`config.mk`:
```
export PLATFORM = sky130hd
export DESIGN_NAME = ptt_diff
export DESIGN_NICKNAME = d
export VERILOG_FILES = /design/src/rtl/ptt_pkg.sv /design/src/rtl/ptt_diff.sv
export SDC_FILE = /design/constraint.sdc
export NUM_CORES = 1
export LEC_CHECK = 0
export BUFFER_PORTS_ARGS = -buffer_cell sky130_fd_sc_hd__buf_2
export CAP_MARGIN = 5
export CORE_ASPECT_RATIO = 0.75
export CORE_UTILIZATION = 41
export CTS_CLUSTER_DIAMETER = 50
export DETAILED_ROUTE_END_ITERATION = 8
export PLACE_DENSITY = 0.63
export SYNTH_ARGS = -nofsm -noshare
export SYNTH_HDL_FRONTEND = slang
export SYNTH_SLANG_ARGS = --single-unit
export TNS_END_PERCENT = 10
```
`constraint.sdc`:
```
create_clock -name i_clk -period 12.4 [get_ports i_clk]
set_input_delay 1.24 -clock i_clk [delete_from_list [all_inputs] [get_ports i_clk]]
set_output_delay 1.24 -clock i_clk [all_outputs]
set_load 0.01 [all_outputs]
```
`src/rtl/ptt_pkg.sv`:
```
// Shared widths, types and helper functions for the point-in-triangle test.
// Self-contained; every rtl module refers to it by scoped names.
`timescale 1ns / 1ps

package ptt_pkg;

    // Coordinate format and derived widths
    localparam int COORD_W = 16;
    localparam int DIFF_W  = COORD_W + 1;          // a - b of two coordinates
    localparam int MUL_W   = 2 * DIFF_W;           // product of two differences
    localparam int DOT_W   = 2 * DIFF_W + 1;       // sum of three such products
    localparam int LO_W    = (DOT_W + 1) / 2;      // low slice of a split operand
    localparam int HI_W    = DOT_W - LO_W;         // signed high slice
    localparam int PPL_W   = DOT_W + LO_W + 1;     // dot times unsigned low slice
    localparam int PPH_W   = DOT_W + HI_W;         // dot times signed high slice
    localparam int PROD_W  = 2 * DOT_W;            // full product of two dots

    // Four sign tests: the degenerate check and one per edge
    localparam int NUM_PAIR = 4;
    localparam int PAIR_DEG = 0;
    localparam int PAIR_E0  = 1;
    localparam int PAIR_E1  = 2;
    localparam int PAIR_E2  = 3;

    typedef logic signed [COORD_W-1:0] t_coord;
    typedef logic signed [DIFF_W-1:0]  t_diff;
    typedef logic signed [MUL_W-1:0]   t_mul;
    typedef logic signed [DOT_W-1:0]   t_dot;
    typedef logic signed [PPL_W-1:0]   t_ppl;
    typedef logic signed [PPH_W-1:0]   t_pph;
    typedef logic signed [PROD_W-1:0]  t_prod;

    typedef struct packed {
        t_coord x;
        t_coord y;
        t_coord z;
    } t_cvec;

    typedef struct packed {
        t_diff x;
        t_diff y;
        t_diff z;
    } t_dvec;

    typedef struct packed {
        t_mul x;
        t_mul y;
        t_mul z;
    } t_mvec;

    // Per test: s = (x.u)(y.v) - (x.v)(y.u), which equals (x cross y) . (u cross v)
    typedef struct packed {
        t_dot xu;
        t_dot yv;
        t_dot xv;
        t_dot yu;
    } t_dquad;

    typedef struct packed {
        t_mvec xu;
        t_mvec yv;
        t_mvec xv;
        t_mvec yu;
    } t_mquad;

    typedef struct packed {
        t_ppl ab_lo;
        t_pph ab_hi;
        t_ppl cd_lo;
        t_pph cd_hi;
    } t_pquad;

    typedef struct packed {
        t_prod ab;
        t_prod cd;
    } t_tpair;

    // Componentwise difference, exact
    function automatic t_dvec vsub(input t_cvec a, input t_cvec b);
        t_dvec r;
        r.x = t_diff'(a.x) - t_diff'(b.x);
        r.y = t_diff'(a.y) - t_diff'(b.y);
        r.z = t_diff'(a.z) - t_diff'(b.z);
        return r;
    endfunction

    // Componentwise product, exact
    function automatic t_mvec vmul(input t_dvec a, input t_dvec b);
        t_mvec r;
        r.x = t_mul'(a.x) * t_mul'(b.x);
        r.y = t_mul'(a.y) * t_mul'(b.y);
        r.z = t_mul'(a.z) * t_mul'(b.z);
        return r;
    endfunction

    // Sum of the three component products
    function automatic t_dot vsum(input t_mvec m);
        return t_dot'(m.x) + t_dot'(m.y) + t_dot'(m.z);
    endfunction

endpackage

```
`src/rtl/ptt_diff.sv`:
```
// Input stage: forms the edge and offset vectors for the four sign tests.
// Depends on ptt_pkg for vector types and the vsub helper.
`timescale 1ns / 1ps

module ptt_diff (
    input  logic                                    i_clk,
    input  logic                                    i_rst_n,
    input  logic                                    i_valid,
    output logic                                    o_ready,
    input  ptt_pkg::t_cvec                          i_a,
    input  ptt_pkg::t_cvec                          i_b,
    input  ptt_pkg::t_cvec                          i_c,
    input  ptt_pkg::t_cvec                          i_p,
    output logic                                    o_valid,
    input  logic                                    i_ready,
    output ptt_pkg::t_dvec                          o_u,
    output ptt_pkg::t_dvec                          o_v,
    output ptt_pkg::t_dvec [ptt_pkg::NUM_PAIR-1:0]  o_x,
    output ptt_pkg::t_dvec [ptt_pkg::NUM_PAIR-1:0]  o_y
);

    logic                                    r_vld;
    ptt_pkg::t_dvec                          r_u;
    ptt_pkg::t_dvec                          r_v;
    ptt_pkg::t_dvec [ptt_pkg::NUM_PAIR-1:0]  r_x;
    ptt_pkg::t_dvec [ptt_pkg::NUM_PAIR-1:0]  r_y;
    ptt_pkg::t_dvec                          n_u;
    ptt_pkg::t_dvec                          n_v;
    ptt_pkg::t_dvec [ptt_pkg::NUM_PAIR-1:0]  n_x;
    ptt_pkg::t_dvec [ptt_pkg::NUM_PAIR-1:0]  n_y;

    // Take a new request whenever this stage is empty or drains this cycle
    assign o_ready = !r_vld || i_ready;

    // Normal spans u and v; each edge pairs its direction with the point offset
    always_comb begin
        n_u = ptt_pkg::vsub(i_b, i_a);
        n_v = ptt_pkg::vsub(i_c, i_a);
        n_x[ptt_pkg::PAIR_DEG] = n_u;
        n_y[ptt_pkg::PAIR_DEG] = n_v;
        n_x[ptt_pkg::PAIR_E0]  = n_u;
        n_y[ptt_pkg::PAIR_E0]  = ptt_pkg::vsub(i_p, i_a);
        n_x[ptt_pkg::PAIR_E1]  = ptt_pkg::vsub(i_c, i_b);
        n_y[ptt_pkg::PAIR_E1]  = ptt_pkg::vsub(i_p, i_b);
        n_x[ptt_pkg::PAIR_E2]  = ptt_pkg::vsub(i_a, i_c);
        n_y[ptt_pkg::PAIR_E2]  = ptt_pkg::vsub(i_p, i_c);
    end

    // Advance the valid bit
    always_ff @(posedge i_clk) begin
        if (!i_rst_n) begin
            r_vld <= 1'b0;
        end else if (o_ready) begin
            r_vld <= i_valid;
        end
    end

    // Capture the vectors of an accepted request, hold otherwise
    always_ff @(posedge i_clk) begin
        if (o_ready && i_valid) begin
            r_u <= n_u;
            r_v <= n_v;
            r_x <= n_x;
            r_y <= n_y;
        end
    end

    assign o_valid = r_vld;
    assign o_u     = r_u;
    assign o_v     = r_v;
    assign o_x     = r_x;
    assign o_y     = r_y;

endmodule

```
# After elaboration in Yosys (flattened, before gate mapping)
# Cells that the tools add are included.
classes:
  n_addsub: 21
  reduce_logical: 3
ops:
  columns: ["op", "n"]
  rows:
  - ["16-bit by 16-bit subtractor with 17-bit output", 21]
  - ["1-bit logical AND", 1]
  - ["1-bit logical NOT", 1]
  - ["1-bit logical OR", 1]
word_totals:
  in_bits: 196
  out_inout_bits: 512
  word_cells: 46
  regBits: 358

# Logic depth before layout (Yosys ltp)
logic_depth:
  word_depth: 3
  mapped_depth: 9
  ltp_nobuf: 9

# Least setup slack after synthesis
# Ideal clock, no wire load.
synth_timing:
  kind: "input to register"
  start: "input i_ready"
  end: "register r_x, in the netlist o_x[100] (enable)"
  t_required_ns: 11.637
  setup_ns: 0.763
  t_arrival_ns: 9.479
  path_slack_ns: 2.157
  path_buffers: 0
  path_stages: 2
  path_cell_list: "nand2b_1 -> and2_1"
synth_between:
  elab_chain_len: 2
synth_lines:
  columns: ["element", "line_no", "rtl"]
  rows:
  - ["start: declaration", "ptt_diff.sv:15", "input logic i_ready,"]
  - ["1-bit logical OR", "ptt_diff.sv:33", "assign o_ready = !r_vld || i_ready;"]
  - ["1-bit logical AND", "ptt_diff.sv:60", "if (o_ready && i_valid) begin"]
  - ["end signal: assignment", "ptt_diff.sv:63", "r_x <= n_x;"]
  - ["end: declaration", "ptt_diff.sv:25", "ptt_pkg::t_dvec [ptt_pkg::NUM_PAIR-1:0] r_x;"]
# No other way between the ends.
# A chain may end at the register's enable or synchronous reset.

==> flow_summary.ini <==
[setup_path]
cp-start-kind = primary input
r2r_cells = 3
arrival_ns = 4.02
crit_type = in -> reg
end_kind = flip-flop
required_ns = 12.71
crit_fanout = 4
r2r_slack_ns = 9.96
r2r-end = o_y[21]
timing.rr.start = o_valid

[detailed_routing]
drt-pass1-iter-count = 6
via_count = 24662
ant_nets = 0
wl_per_cell_microns = 22.31
routed_via_density = 5.521
drc = 0
drt-total-wl_microns = 99650
drt_iter0_markers = 2301

[sta]
period_share = 0.2987
drv_slew = 0
fin_tns_setup_ns = 0
skew_ns = 0.02809
max_slew_margin = 0.1588
min_period_ns = 3.703
setup_violations = 0
clock.fmax_mhz = 270.0
rsz0062_at_grt = false
hold_viol_final = 0
worstMarginPinSlew_ns = 1.262

[synth]
synth.avg_cell_area_sq_um = 9.753
synthAdderAreaFrac = 0.1612
yosys-mux-area-fraction = 0.004973
synth_compound_area_frac = 0.1947
syn_inst = 2941
ys.flop_type = edfxtp_1
yosys-top-cells-area = edfxtp_1, ha_1, xnor2_1
syn-num-nets = 3494
ys_types = 79
synth.yosys.seq_area_share = 0.3713
synth_seq_cells = 355
yosysTopAreaCell = edfxtp_1
async_flop_share = 0
synth.cell_area_sq_um = 28690
yosys.area_share.simple = 0.1201
synth_top_family_by_area = compound AO/OA/AOI/OAI gates
yosys_warnings = 0
synthXorXnorAreaFrac = 0.06687
yosys.area.top_type_share = 0.3706
synth_edf_count = 354

[die]
num_rows = 83
core_sq_um = 68850
start_util = 0.4166
dieArea_sq_um = 71040
fp.dieH_microns = 231.1
die_x_microns = 307.4
ios = 708

[global_routing]
first_global_vias = 22222
grtUsageTotal = 0.2685
grt_max_degree = 163
overflow = 0
grt_use_met3 = 0.05176
antenna_found_initial = 7
grt_pass1_wl_microns = 141900
use_met2 = 0.4060
grt.busiest_layer = met2
grtUsageMet1 = 0.3927

[placement]
hpwl_microns = 81640
gp_congestion = 0.9695
port_buffers = 707

[status]
status = finished clean

[clock_tree]
cts_resized = 0
clk_pin_slew_ns = 0.05
root_buffer = clkbuf_16
h-tree-depth = 2
cts_made_buffers = 53
cts_tree = done
clk_latency_ns = 0.60
numClockSinks = 355
post_cts_buffers = 0
clk_path_buf_depth = 3
cts_hold_buf = 0

[min_path]
min_to = o_valid
hold_start = o_valid
hold_path.class = reg -> reg
hold_depth = 2

[finish]
syn2layout_area_growth_pct = 17.71
finalNetCount = 4041
drive_above_1_share = 0.2376
final_cell_mix = buf_2, edfxtp_1, ha_1
postLayoutCoreUtil = 0.4904
final_common_cell = buf_2

[power_and_ir_drop]
p_per_area_nw_per_um2 = 134.1
power_w = 0.004530
p_leak_nw = 15.24
ir_drop_uv = 114.9

[run]
maxCapViolCount = 0
[kinds of logic after synthesis]
group | Yosys count
AO/OA/AOI/OAI | 848
multiplexers | 14
flip-flops | 355
adder cells (fa/ha/maj) | 357
buffers and inverters | 459
XOR/XNOR | 219
AND/OR/NAND/NOR | 689
[final cells by class]
class                      count  area, sq um
antenna                        5        12.51
tap                          935         1170
timing repair buffer         709         3578
fill                        6523        35090
inverter                     242        908.4
clock buffer                  59         1349
sequential                   355        10650
clock inverter                35        380.4
multi-input combinational   2127        15720
[worst max-delay path by stage]
stage | to | slack (ns) | depth (start not counted) | from
after floorplan | o_x[100] | 2.16 | 2 | i_ready
after global placement | o_x[65] | 8.22 | 9 | i_a[0]
after CTS | o_x[65] | 8.84 | 9 | i_a[0]
final | o_x[65] | 8.70 | 9 | i_a[0]
after global routing | o_x[65] | 8.69 | 9 | i_a[0]
after detailed placement | o_x[65] | 8.21 | 9 | i_a[0]
[stage by stage]
stage	setup WS (ns)	cells	area [sq um]	hold slack [ns]
5_1_grt	8.690	4465	33760	0.5812
6_report	8.697	4467	33770	0.5316
3_5_place_dp	8.211	4368	32020	0.5280
4_1_cts	8.838	4462	33750	0.5353
2_1_floorplan	2.157	2941	28690	0.6096
3_3_place_gp	8.217	4368	32020	0.5284
[cells in the mapped netlist, types with 8 or more instances]
master,count
or4b_1,8
edfxtp_1,354
o2111ai_1,10
or2_2,13
nand3_1,43
xnor2_1,150
xor2_1,69
nand2b_1,50
a2111oi_0,8
or4_1,9
o21bai_1,23
a211oi_1,23
or3_1,9
o21a_1,60
a221oi_1,8
inv_1,242
and3_1,31
nor3_1,50
a311oi_1,8
nand2_1,142
o211ai_1,20
a211o_1,12
clkbuf_1,56
fa_1,21
nor2_1,199
a21oi_1,230
nand4_1,29
o31ai_1,18
buf_4,156
nor2b_1,67
a21boi_0,23
mux2i_1,12
o311ai_0,11
ha_1,336
a21o_1,78
o21ai_0,168
a31oi_1,30
o31a_1,32
o22ai_1,10
and2_1,12
[critical path, cell delays in order]
cell	delay, ns
buf_2	0.13
ha_1	0.23
fa_1	0.46
nand2b_1	0.20
a21oi_1	0.66
a2111oi_0	0.28
o31ai_1	0.44
mux2i_1	0.24
o221ai_1	0.13
[registers in the layout (all words and copies together), names as in the netlist]
| signal | cells |
|---|---|
| o_valid | 1 |
| o_x | 150 |
| o_y | 204 |
[power breakdown]
part,switching (W),leakage (nW),internal (W)
registers,0.0000750,3.43,0.00154
logic,0.000851,11.0,0.000540
clock network,0.000621,0.841,0.000899
total,0.00155,15.2,0.00298
[routing by layer]
layer  part of all wire  wire, microns
met5                  0              0
met4              0.020           1983
met3              0.081           8039
met2               0.44          43590
met1               0.46          46040
Note: power is estimated with default switching activity, not from simulation.
